$ cat config.mk
export PLATFORM = sky130hd
export DESIGN_NAME = tape_image_record_deframer_flat
export DESIGN_NICKNAME = d
export VERILOG_FILES = /design/src/rtl/tird_pkg.sv /design/src/rtl/tird_if.sv /design/src/rtl/tape_image_record_deframer.sv /design/src/flat_wrapper.sv
export SDC_FILE = /design/constraint.sdc
export NUM_CORES = 1
export LEC_CHECK = 0
export ABC_AREA = 1
export BUFFER_PORTS_ARGS = -buffer_cell sky130_fd_sc_hd__buf_2
export CAP_MARGIN = 10
export CORE_AREA = 2 2 124 126
export DETAILED_ROUTE_END_ITERATION = 8
export DIE_AREA = 0 0 126 128
export HOLD_SLACK_MARGIN = 0.02
export PLACE_DENSITY = 0.85
export SETUP_SLACK_MARGIN = 0.3
export SYNTH_ARGS = -nofsm -noshare
export SYNTH_HDL_FRONTEND = slang
export SYNTH_SLANG_ARGS = --single-unit
$ cat constraint.sdc
create_clock -name clk -period 7.06 [get_ports clk]
set_clock_uncertainty 0.2 [all_clocks]
set_input_delay 1.059 -clock clk [delete_from_list [all_inputs] [get_ports clk]]
set_output_delay 1.059 -clock clk [all_outputs]
set_load 0.01 [all_outputs]
$ cat src/rtl/tird_pkg.sv
// Package for the tape image record deframer: result codes, length constants
// and the byte swap helper. No dependencies.
package tird_pkg;

  localparam int unsigned OCTET_W   = 8;
  localparam int unsigned KIND_W    = 4;
  localparam int unsigned WORD_W    = 32;
  localparam int unsigned LEN_W     = 17;

  localparam logic [WORD_W-1:0] RECORD_LIMIT    = 32'd100000;
  localparam logic [LEN_W-1:0]  MAX_LEN_RESET   = 17'd100000;
  localparam logic [WORD_W-1:0] END_MEDIUM_WORD = 32'hFFFF_FFFF;
  localparam logic [7:0]        MARKER_TOP      = 8'h80;

  typedef enum logic [KIND_W-1:0] {
    KIND_DATA       = 4'd0,
    KIND_TAPE_MARK  = 4'd1,
    KIND_END_MEDIUM = 4'd2,
    KIND_MARKER     = 4'd3,
    KIND_RECORD_OK  = 4'd4,
    KIND_BAD_SIZE   = 4'd5,
    KIND_TOO_BIG    = 4'd6,
    KIND_MISMATCH   = 4'd7,
    KIND_END_TAPE   = 4'd8
  } kind_t;

  typedef enum logic [3:0] {
    PH_HEADER  = 4'b0001,
    PH_DATA    = 4'b0010,
    PH_TRAILER = 4'b0100,
    PH_PAD     = 4'b1000
  } phase_t;

  function automatic logic [WORD_W-1:0] byte_swap(input logic [WORD_W-1:0] w);
    return {w[7:0], w[15:8], w[23:16], w[31:24]};
  endfunction

endpackage

$ cat src/rtl/tird_if.sv
// Channel interfaces for the tape image record deframer: byte input,
// result output and the configuration write channel. Depends on tird_pkg.
interface tird_in_if import tird_pkg::*; ();
  logic               valid;
  logic               ready;
  logic [OCTET_W-1:0] octet;
  logic               stream_end;
  modport source (output valid, octet, stream_end, input ready);
  modport sink   (input valid, octet, stream_end, output ready);
endinterface

interface tird_out_if import tird_pkg::*; ();
  logic               valid;
  logic               ready;
  logic [KIND_W-1:0]  kind;
  logic [OCTET_W-1:0] data_byte;
  logic [WORD_W-1:0]  length_word;
  modport source (output valid, kind, data_byte, length_word, input ready);
  modport sink   (input valid, kind, data_byte, length_word, output ready);
endinterface

interface tird_cfg_if import tird_pkg::*; ();
  logic             valid;
  logic             ready;
  logic [LEN_W-1:0] data;
  modport source (output valid, data, input ready);
  modport sink   (input valid, data, output ready);
endinterface

$ cat src/rtl/tape_image_record_deframer.sv
// Tape image record deframer top level: header, data and trailer parsing
// with a one-deep result register. Depends on tird_pkg and tird_if.
//
//   channel   modport  payload
//   octets    sink     octet[7:0], stream_end
//   results   source   kind[3:0], data_byte[7:0], length_word[31:0]
//   cfg       sink     data[16:0] -> max_record_length
//
// One byte per cycle while octets.ready is high; each transaction updates the parse
// state in the cycle it is accepted, and any result enters the output register at the same clock edge.
// octets.ready is low only while a result waits in the register and
// results.ready is low. cfg is always ready.
// Synchronous reset clears the phase, byte index and length counters, the endian
// flag, the halt flag and the result valid flag, and restores max_record_length.
module tape_image_record_deframer
  import tird_pkg::*;
(
  input  logic       clk,
  input  logic       rst,
  tird_in_if.sink    octets,
  tird_out_if.source results,
  tird_cfg_if.sink   cfg
);

  logic [LEN_W-1:0]  max_record_length;
  phase_t            phase, phase_next;
  logic [1:0]        byte_index, byte_index_next;
  logic [WORD_W-1:0] header_word, header_word_next;
  logic [WORD_W-1:0] trailer_window, trailer_window_next;
  logic [LEN_W-1:0]  record_length, record_length_next;
  logic [LEN_W-1:0]  bytes_left, bytes_left_next;
  logic              swapped_order, swapped_order_next;
  logic              halted, halted_next;

  logic              accept;
  logic              emit;
  kind_t             emit_kind;
  logic [OCTET_W-1:0] emit_data;
  logic [WORD_W-1:0] emit_word;

  logic [WORD_W-1:0] hdr_full, hdr_ord, hdr_len;
  logic [WORD_W-1:0] trl_full, trl_ord, pad_full, pad_ord, rec_word;
  logic [LEN_W-1:0]  bytes_dec;

  assign octets.ready = !results.valid || results.ready;
  assign accept       = octets.valid && octets.ready;
  assign cfg.ready    = 1'b1;

  always_comb begin
    hdr_full  = {octets.octet, header_word[23:0]};
    hdr_ord   = swapped_order ? byte_swap(hdr_full) : hdr_full;
    hdr_len   = (hdr_ord > RECORD_LIMIT) ? byte_swap(hdr_ord) : hdr_ord;
    trl_full  = {octets.octet, trailer_window[23:0]};
    trl_ord   = swapped_order ? byte_swap(trl_full) : trl_full;
    pad_full  = {octets.octet, trailer_window[31:8]};
    pad_ord   = swapped_order ? byte_swap(pad_full) : pad_full;
    rec_word  = {{(WORD_W-LEN_W){1'b0}}, record_length};
    bytes_dec = (bytes_left == '0) ? '0 : bytes_left - 1'b1;
  end

  always_comb begin
    phase_next          = phase;
    byte_index_next     = byte_index;
    header_word_next    = header_word;
    trailer_window_next = trailer_window;
    record_length_next  = record_length;
    bytes_left_next     = bytes_left;
    swapped_order_next  = swapped_order;
    halted_next         = halted;
    emit                = 1'b0;
    emit_kind           = KIND_DATA;
    emit_data           = '0;
    emit_word           = '0;

    if (accept && !halted) begin
      if (octets.stream_end) begin
        phase_next      = PH_HEADER;
        byte_index_next = '0;
        emit            = 1'b1;
        emit_kind       = KIND_END_TAPE;
      end else begin
        case (phase)
          PH_HEADER: begin
            case (byte_index)
              2'd0:    header_word_next[7:0]   = octets.octet;
              2'd1:    header_word_next[15:8]  = octets.octet;
              2'd2:    header_word_next[23:16] = octets.octet;
              default: header_word_next[31:24] = octets.octet;
            endcase
            byte_index_next = byte_index + 1'b1;
            if (byte_index == 2'd3) begin
              emit      = 1'b1;
              emit_word = hdr_ord;
              if (hdr_ord == '0) begin
                emit_kind = KIND_TAPE_MARK;
              end else if (hdr_ord == END_MEDIUM_WORD) begin
                emit_kind = KIND_END_MEDIUM;
              end else if (hdr_ord[31:24] == MARKER_TOP) begin
                emit_kind = KIND_MARKER;
              end else begin
                // oversize lengths flip the sticky byte order
                if (hdr_ord > RECORD_LIMIT) swapped_order_next = !swapped_order;
                emit_word = hdr_len;
                if (hdr_len[31]) begin
                  emit_kind = KIND_MARKER;
                end else if (hdr_len > RECORD_LIMIT) begin
                  emit_kind   = KIND_BAD_SIZE;
                  halted_next = 1'b1;
                end else if (hdr_len > {{(WORD_W-LEN_W){1'b0}}, max_record_length}) begin
                  emit_kind   = KIND_TOO_BIG;
                  halted_next = 1'b1;
                end else begin
                  emit               = 1'b0;
                  record_length_next = hdr_len[LEN_W-1:0];
                  bytes_left_next    = hdr_len[LEN_W-1:0];
                  phase_next         = PH_DATA;
                end
              end
            end
          end
          PH_DATA: begin
            bytes_left_next = bytes_dec;
            if (bytes_dec == '0) begin
              phase_next      = PH_TRAILER;
              byte_index_next = '0;
            end
            emit      = 1'b1;
            emit_kind = KIND_DATA;
            emit_data = octets.octet;
          end
          PH_TRAILER: begin
            case (byte_index)
              2'd0:    trailer_window_next[7:0]   = octets.octet;
              2'd1:    trailer_window_next[15:8]  = octets.octet;
              2'd2:    trailer_window_next[23:16] = octets.octet;
              default: trailer_window_next[31:24] = octets.octet;
            endcase
            byte_index_next = byte_index + 1'b1;
            if (byte_index == 2'd3) begin
              emit_word = rec_word;
              if (trl_ord == rec_word) begin
                emit       = 1'b1;
                emit_kind  = KIND_RECORD_OK;
                phase_next = PH_HEADER;
              end else if (record_length[0]) begin
                // odd length: the first trailer byte may have been pad
                phase_next = PH_PAD;
              end else begin
                emit        = 1'b1;
                emit_kind   = KIND_MISMATCH;
                halted_next = 1'b1;
              end
            end
          end
          PH_PAD: begin
            emit       = 1'b1;
            emit_word  = rec_word;
            byte_index_next = '0;
            if (pad_ord == rec_word) begin
              emit_kind  = KIND_RECORD_OK;
              phase_next = PH_HEADER;
            end else begin
              emit_kind   = KIND_MISMATCH;
              halted_next = 1'b1;
            end
          end
          default: begin
            phase_next      = PH_HEADER;
            byte_index_next = '0;
          end
        endcase
      end
    end
  end

  always_ff @(posedge clk) begin
    if (rst) begin
      phase             <= PH_HEADER;
      byte_index        <= '0;
      record_length     <= '0;
      bytes_left        <= '0;
      swapped_order     <= 1'b0;
      halted            <= 1'b0;
      max_record_length <= MAX_LEN_RESET;
      results.valid     <= 1'b0;
    end else begin
      phase         <= phase_next;
      byte_index    <= byte_index_next;
      record_length <= record_length_next;
      bytes_left    <= bytes_left_next;
      swapped_order <= swapped_order_next;
      halted        <= halted_next;
      if (cfg.valid && cfg.ready) max_record_length <= cfg.data;
      if (octets.ready) results.valid <= accept && emit;
    end
  end

  always_ff @(posedge clk) begin
    header_word    <= header_word_next;
    trailer_window <= trailer_window_next;
    if (accept && emit) begin
      results.kind        <= emit_kind;
      results.data_byte   <= emit_data;
      results.length_word <= emit_word;
    end
  end

`ifndef SYNTHESIS
  // once halted, only reset clears it
  a_halt_sticky: assert property (@(posedge clk) disable iff (rst) halted |=> halted)
    else $error("halt flag dropped without reset");

  // a fatal result is always paired with the halt flag
  a_fatal_halts: assert property (@(posedge clk) disable iff (rst)
    (results.valid && (results.kind == KIND_BAD_SIZE || results.kind == KIND_TOO_BIG ||
     results.kind == KIND_MISMATCH)) |-> halted)
    else $error("fatal result without halt");

  // a transaction taken while halted produces nothing
  a_halt_silent: assert property (@(posedge clk) disable iff (rst)
    (accept && halted) |=> !results.valid)
    else $error("result produced while halted");

  a_count_bound: assert property (@(posedge clk) disable iff (rst)
    (phase == PH_DATA) |-> (bytes_left <= record_length))
    else $error("data byte count exceeds record length");
`endif

endmodule

$ cat src/flat_wrapper.sv
// flat-port wrapper written by rule: the top's interface ports become plain ports
module tape_image_record_deframer_flat import tird_pkg::*;
  (clk, rst, octets_valid, octets_octet, octets_stream_end, octets_ready, results_valid, results_kind, results_data_byte, results_length_word, results_ready, cfg_valid, cfg_data, cfg_ready);
  tird_in_if octets_i ();
  tird_out_if results_i ();
  tird_cfg_if cfg_i ();
  input  logic clk;
  input  logic rst;
  input wire logic [$bits(octets_i.valid)-1:0] octets_valid;
  input wire logic [$bits(octets_i.octet)-1:0] octets_octet;
  input wire logic [$bits(octets_i.stream_end)-1:0] octets_stream_end;
  output wire logic [$bits(octets_i.ready)-1:0] octets_ready;
  output wire logic [$bits(results_i.valid)-1:0] results_valid;
  output wire logic [$bits(results_i.kind)-1:0] results_kind;
  output wire logic [$bits(results_i.data_byte)-1:0] results_data_byte;
  output wire logic [$bits(results_i.length_word)-1:0] results_length_word;
  input wire logic [$bits(results_i.ready)-1:0] results_ready;
  input wire logic [$bits(cfg_i.valid)-1:0] cfg_valid;
  input wire logic [$bits(cfg_i.data)-1:0] cfg_data;
  output wire logic [$bits(cfg_i.ready)-1:0] cfg_ready;
  assign octets_i.valid = octets_valid;
  assign octets_i.octet = octets_octet;
  assign octets_i.stream_end = octets_stream_end;
  assign octets_ready = octets_i.ready;
  assign results_valid = results_i.valid;
  assign results_kind = results_i.kind;
  assign results_data_byte = results_i.data_byte;
  assign results_length_word = results_i.length_word;
  assign results_i.ready = results_ready;
  assign cfg_i.valid = cfg_valid;
  assign cfg_i.data = cfg_data;
  assign cfg_ready = cfg_i.ready;
  tape_image_record_deframer u_core (.clk(clk), .rst(rst), .octets(octets_i), .results(results_i), .cfg(cfg_i));
endmodule
# --- Yosys cells after proc, flatten, opt, wreduce, memory -nomap -nowiden ---
# Index checks and enable logic that the tools add are counted.
word_totals:
  output_inout_bits: 47
  elab_cells: 173
  ff_bits: 160
  input_bits: 31
classes:
  n_eq_ne: 34
  reduce_logical: 31
  add_sub_neg: 2
  muxes: 74
  order_cmp: 3
  n_bitwise: 10
op_table:
  columns: ["cell", "count"]
  rows:
  - ["32-bit 2-to-1 mux", 8]
  - ["17-bit 2-to-1 mux", 9]
  - ["32-bit case mux with 3 select lines", 1]
  - ["4-bit 2-to-1 mux", 22]
  - ["32-bit by 17-bit == test with 1-bit output", 2]
  - ["32-bit by 17-bit > comparator with 1-bit output (second input constant)", 2]
  - ["17-bit logical NOT", 2]
  - ["17-bit case mux with 2 select lines", 1]
  - ["32-bit == test (second input constant)", 1]
  - ["32-bit by 17-bit > comparator with 1-bit output", 1]
  - ["32-bit logical NOT", 1]
  - ["4-bit AND reduction", 7]
  - ["1-bit 2-to-1 mux", 23]
  - ["10-bit AND reduction", 2]
  - ["2-bit inequality test (second input constant)", 9]
  - ["3-bit inequality test (second input constant)", 6]
  - ["17-bit by 1-bit subtractor with 17-bit output (second input constant)", 1]
  - ["4-bit case mux with 4 select lines", 1]
  - ["13-bit AND reduction", 1]
  - ["3-bit by 2-bit inequality test with 1-bit output (second input constant)", 4]
  - ["4-bit case mux with 3 select lines", 1]
  - ["12-bit AND reduction", 1]
  - ["1-bit NOT", 10]
  - ["8-bit == test (second input constant)", 1]
  - ["other kinds (24)", 37]

# --- Longest topological paths before layout ---
logic_depth:
  ltp_word: 15
  depth_mapped: 33
  depth_no_buf: 29

# --- Least setup slack after synthesis ---
# No wires, ideal clock.
synth_timing:
  kind: "input to register"
  startpoint: "in octets_octet[2]"
  endpoint: "reg u_core.results.data_byte[0] (enable)"
  t_arrival_ns: 4.317
  path_buffers: 1
  path_stages: 27
  path_slack_ns: 2.145
  required_ns: 6.462
  setup_ns: 0.398
  path_cell_list: "nand2_1 inv_1 nor2_2 nand2_1 nor2_1 nand2_1 nor2_1 nor2_1 nand2_4 buf_4 nand3_1 nand2_1 inv_1 ha_1 nand2_1 o21bai_1 a21oi_1 o41ai_1 nand2_1 a21oi_1 nor2_1 nor2_2 nand3_1 nand2_1 nand2_1 nand2_1 inv_1"
synth_between:
  elab_chain_cells: 15
  elab_cells_between_ends: 23
  classes_between: "3 x order compare; 3 x eq/ne; 15 x mux; 2 x reduce/logical"
synth_lines:
  columns: ["element", "line", "source"]
  rows:
  - ["start, declared", "flat_wrapper.sv:10", "input wire logic [$bits(octets_i.octet)-1:0] octets_octet;"]
  - ["32-bit 2-to-1 mux *", "tape_image_record_deframer.sv:51", "hdr_ord = swapped_order ? byte_swap(hdr_full) : hdr_full;"]
  - ["32-bit by 17-bit > comparator with 1-bit output *", "tape_image_record_deframer.sv:52", "hdr_len = (hdr_ord > RECORD_LIMIT) ? byte_swap(hdr_ord) : hdr_ord;"]
  - ["32-bit 2-to-1 mux *", "tape_image_record_deframer.sv:52", null]
  - ["net u_core.hdr_len[3]", "tape_image_record_deframer.sv:41", "logic [WORD_W-1:0] hdr_full, hdr_ord, hdr_len;"]
  - ["32-bit by 17-bit > comparator with 1-bit output", "tape_image_record_deframer.sv:109", "end else if (hdr_len > {{(WORD_W-LEN_W){1'b0}}, max_record_length}) begin"]
  - ["1-bit 2-to-1 mux", "tape_image_record_deframer.sv:109", null]
  - ["1-bit 2-to-1 mux *", "tape_image_record_deframer.sv:106", "end else if (hdr_len > RECORD_LIMIT) begin"]
  - ["1-bit 2-to-1 mux *", "tape_image_record_deframer.sv:104", "if (hdr_len[31]) begin"]
  - ["1-bit 2-to-1 mux *", "tape_image_record_deframer.sv:98", "end else if (hdr_ord[31:24] == MARKER_TOP) begin"]
  - ["1-bit 2-to-1 mux *", "tape_image_record_deframer.sv:96", "end else if (hdr_ord == END_MEDIUM_WORD) begin"]
  - ["1-bit 2-to-1 mux *", "tape_image_record_deframer.sv:94", "if (hdr_ord == '0) begin"]
  - ["1-bit 2-to-1 mux *", "tape_image_record_deframer.sv:91", "if (byte_index == 2'd3) begin"]
  - ["1-bit case mux with 3 select lines *", "tape_image_record_deframer.sv:82", "case (phase)"]
  - ["1-bit 2-to-1 mux *", "tape_image_record_deframer.sv:76", "if (octets.stream_end) begin"]
  - ["1-bit 2-to-1 mux *", "tape_image_record_deframer.sv:75", "if (accept && !halted) begin"]
  - ["1-bit logical AND *", "tape_image_record_deframer.sv:201", "if (accept && emit) begin"]
  - ["end signal, assigned", "tape_image_record_deframer.sv:203", "results.data_byte <= emit_data;"]
  - ["end, declared", "tird_if.sv:18", "modport source (output valid, kind, data_byte, length_word, input ready);"]
# The timed path passes the listed nets; every way through them passes the cells marked *.
# A chain may end at the register's enable or synchronous reset.

# --- Worst setup path after layout ---
layout_timing:
  startpoint: "reg u_core.swapped_order"
  endpoint: "reg u_core.results.data_byte[4] (enable)"
layout_between:
  elab_chain_cells: 15
  elab_cells_between_ends: 23
  classes_between: "3 x order compare; 3 x eq/ne; 15 x mux; 2 x reduce/logical"
layout_lines:
  columns: ["element", "line", "source"]
  rows:
  - ["start, declared", "tape_image_record_deframer.sv:32", "logic swapped_order, swapped_order_next;"]
  - ["start signal, assigned", "tape_image_record_deframer.sv:191", "swapped_order <= swapped_order_next;"]
  - ["32-bit 2-to-1 mux *", "tape_image_record_deframer.sv:51", null]
  - ["32-bit by 17-bit > comparator with 1-bit output", "tape_image_record_deframer.sv:52", null]
  - ["32-bit 2-to-1 mux *", "tape_image_record_deframer.sv:52", null]
  - ["net u_core.hdr_len[2]", "tape_image_record_deframer.sv:41", null]
  - ["32-bit by 17-bit > comparator with 1-bit output", "tape_image_record_deframer.sv:109", null]
  - ["1-bit 2-to-1 mux", "tape_image_record_deframer.sv:109", null]
  - ["1-bit 2-to-1 mux *", "tape_image_record_deframer.sv:106", null]
  - ["1-bit 2-to-1 mux *", "tape_image_record_deframer.sv:104", null]
  - ["1-bit 2-to-1 mux *", "tape_image_record_deframer.sv:98", null]
  - ["1-bit 2-to-1 mux *", "tape_image_record_deframer.sv:96", null]
  - ["1-bit 2-to-1 mux *", "tape_image_record_deframer.sv:94", null]
  - ["1-bit 2-to-1 mux *", "tape_image_record_deframer.sv:91", null]
  - ["1-bit case mux with 3 select lines *", "tape_image_record_deframer.sv:82", null]
  - ["1-bit 2-to-1 mux *", "tape_image_record_deframer.sv:76", null]
  - ["1-bit 2-to-1 mux *", "tape_image_record_deframer.sv:75", null]
  - ["1-bit logical AND *", "tape_image_record_deframer.sv:201", null]
# Marked as above.

==> reports/metrics.csv <==
metric,value,unit
Via density,6.00,
"commonest non-fill, non-tap cell in the layout",nand2_1,
Rel. slew slack,0.211,
Initial Util,0.640,
ANT nets after route,0,
# resized after CTS,0,
number of global-route vias before repair,8185,
Setup CP Type,reg -> reg,
Num CTS Buffers,17,
leak pwr,4.61,nW
maxcap violations,0,
"EDFF count, synth",100,
Syn-to-layout area delta,10.4,%
M1 wire length,11.4,mm
max-slew violations,0,
most frequent CP cell,nand2_1,
HP Class,reg -> reg,
Die ar.,16100,µm²
post-DP HPWL,20.8,mm
Clock Tree Buf Depth,2,
Max Fclk,170,MHz
Core ar.,14900,µm²
RSZ-0062 raised after global routing,no,
# port buffers,76,
"area leader, netlist",edfxtp_1,
Setup crit end kind,flop,
Arrival @ worst endpoint,5.80,ns
peak supply drop,0.000198,V
met2 routed WL,13.2,mm
Initial DRC Count,1147,
Sink Count,160,
H-tree depth,4,
DRC,0,
delay of the slowest cell on the worst path,0.95,ns
io pins,78,
worst skew pair latency,0.44,ns
Yosys reg bits,160,
syn_nets,1290,
die extent in y,128,µm
status,"finished, final reports clean",
Top Metal Used,met4,
Async SR Flop Fraction,0,
most frequent cells in the layout,"nand2_1 (257), nor2_1 (169), inv_1 (155)",
largest net degree at the start of global routing,47,
final setup fails,0,
grt ovf,0,
gr usage total,0.359,
CTS tree,done,
Root Buffer,clkbuf_16,
final WL,28.5,mm
worst slew pin tran,1.17,ns
first-pass GRT wire length,44.5,mm
Post-CTS Setup Repair Bufs,0,
synthesized area,9520,µm²
cell area power density,217,nW/µm²
Main synth FF type,edfxtp_1,
clk slew on worst S/H paths,0.07,ns
syn avg cell area,7.69,µm²
routability cong.,1.06,
CTS Hold Bufs,0,
Final Util,0.707,
initial antenna violation count,0,
FP Rows,45,
Vias,8979,
"top cells by area, synth","edfxtp_1 (32%), dfxtp_1 (13%), nand2_1 (10%)",
"Min Clock Period, post-route",5.87,ns
final period utilization,0.831,
CP max-delay cell,dfxtp_2,
"Data required, critical path",6.99,ns
register area share after synthesis,0.442,
Synth top area share,0.316,
Startpoint Class,flop,
Mapped Cells,1237,
Die Wd,126,µm
worst-path maximum fanout,46,
layout net count,1349,
Avg WL per Cell,19.1,µm
WL met3,2.79,mm
share of layout cells above drive strength 1,0.135,
Synth warnings,0,
drt first pass iters,7,
final hold violation count,0,
Netlist cell types,51,
Inserted Diodes,0,
setup TNS,0,ns
==> cells by family after synthesis <==
kind of cell / synth area share
buf+inv: 0.0965
flops: 0.442
xor+xnor: 0.0276
simple gates: 0.264
fa+ha+maj: 0.0289
other cells: 0.000394
compound gates: 0.141
==> per-stage QoR <==
step | total power [mW] | setup WS, ns | std cells | area, µm² | hold WS [ns]
2_1_floorplan | 1.25 | 2.14 | 1237 | 9520 | 0.236
3_3_place_gp | 1.34 | 1.48 | 1463 | 9900 | 0.250
3_5_place_dp | 1.35 | 1.35 | 1463 | 9900 | 0.267
4_1_cts | 2.27 | 1.33 | 1494 | 10500 | 0.274
5_1_grt | 2.35 | 0.681 | 1496 | 10500 | 0.303
6_report | 2.28 | 1.19 | 1496 | 10500 | 0.270
==> layout make-up <==
| type | instances | area (µm²) |
|---|---|---|
| timing repair buffer | 84 | 438 |
| clock buffer | 18 | 429 |
| multi-input combinational | 865 | 4390 |
| tap | 188 | 235 |
| clock inverter | 13 | 163 |
| fill | 1198 | 4360 |
| sequential | 160 | 4210 |
| inverter | 168 | 638 |
==> worst paths after layout <==
path         slack [ns]                     endpoint  cells past startpoint                   startpoint
max                1.19  u_core.results.data_byte[4]                     28         u_core.swapped_order
min                0.27  u_core.max_record_length[6]                      2  u_core.max_record_length[6]
max reg2reg        1.19  u_core.results.data_byte[4]                     28         u_core.swapped_order
min reg2reg        0.27  u_core.max_record_length[6]                      2  u_core.max_record_length[6]
==> where the power goes <==
group	leakage [nW]	switching (mW)	total [mW]	internal, mW
registers	1.42	0.0170	1.05	1.03
logic	2.91	0.206	0.289	0.0833
clock network	0.284	0.382	0.937	0.555
==> sequential cells by signal, summed over array words and instances (netlist names), 4 cells and up <==
signal and count:
u_core.bytes_left 17, u_core.header_word 24, u_core.max_record_length 17, u_core.phase 4, u_core.record_length 17, u_core.results.data_byte 8
u_core.results.kind 4, u_core.results.length_word 32, u_core.trailer_window 32
==> critical path: cells and delay by family, from the launching register on <==
family | cells | cell delay, ns
flip-flops | 1 | 0.95
AO/OA/AOI/OAI | 4 | 0.57
adder cells (fa/ha/maj) | 1 | 0.23
buffers and inverters | 4 | 1.14
AND/OR/NAND/NOR | 19 | 2.39
==> metal layers <==
layer / vias up / global-route usage
met5: - / 0
met4: 0 / 0.164
met3: 80 / 0.0776
met2: 560 / 0.569
met1: 4112 / 0.475
li1: 4227 / -
==> synth_stat cells (9+ instances only) <==
library cell	count
nand3_1	52
clkbuf_1	21
nor4_1	18
ha_1	22
a21oi_1	72
nand2_1	257
nand2_2	9
a211oi_1	10
inv_2	9
o21ai_0	89
edfxtp_1	100
nor3_1	22
o21ai_1	16
nand4_1	16
nor2_1	169
inv_1	156
xor2_1	25
dfxtp_1	60
nor2_2	16
a32oi_1	10
No activity file was read; power rests on OpenSTA's default activity.
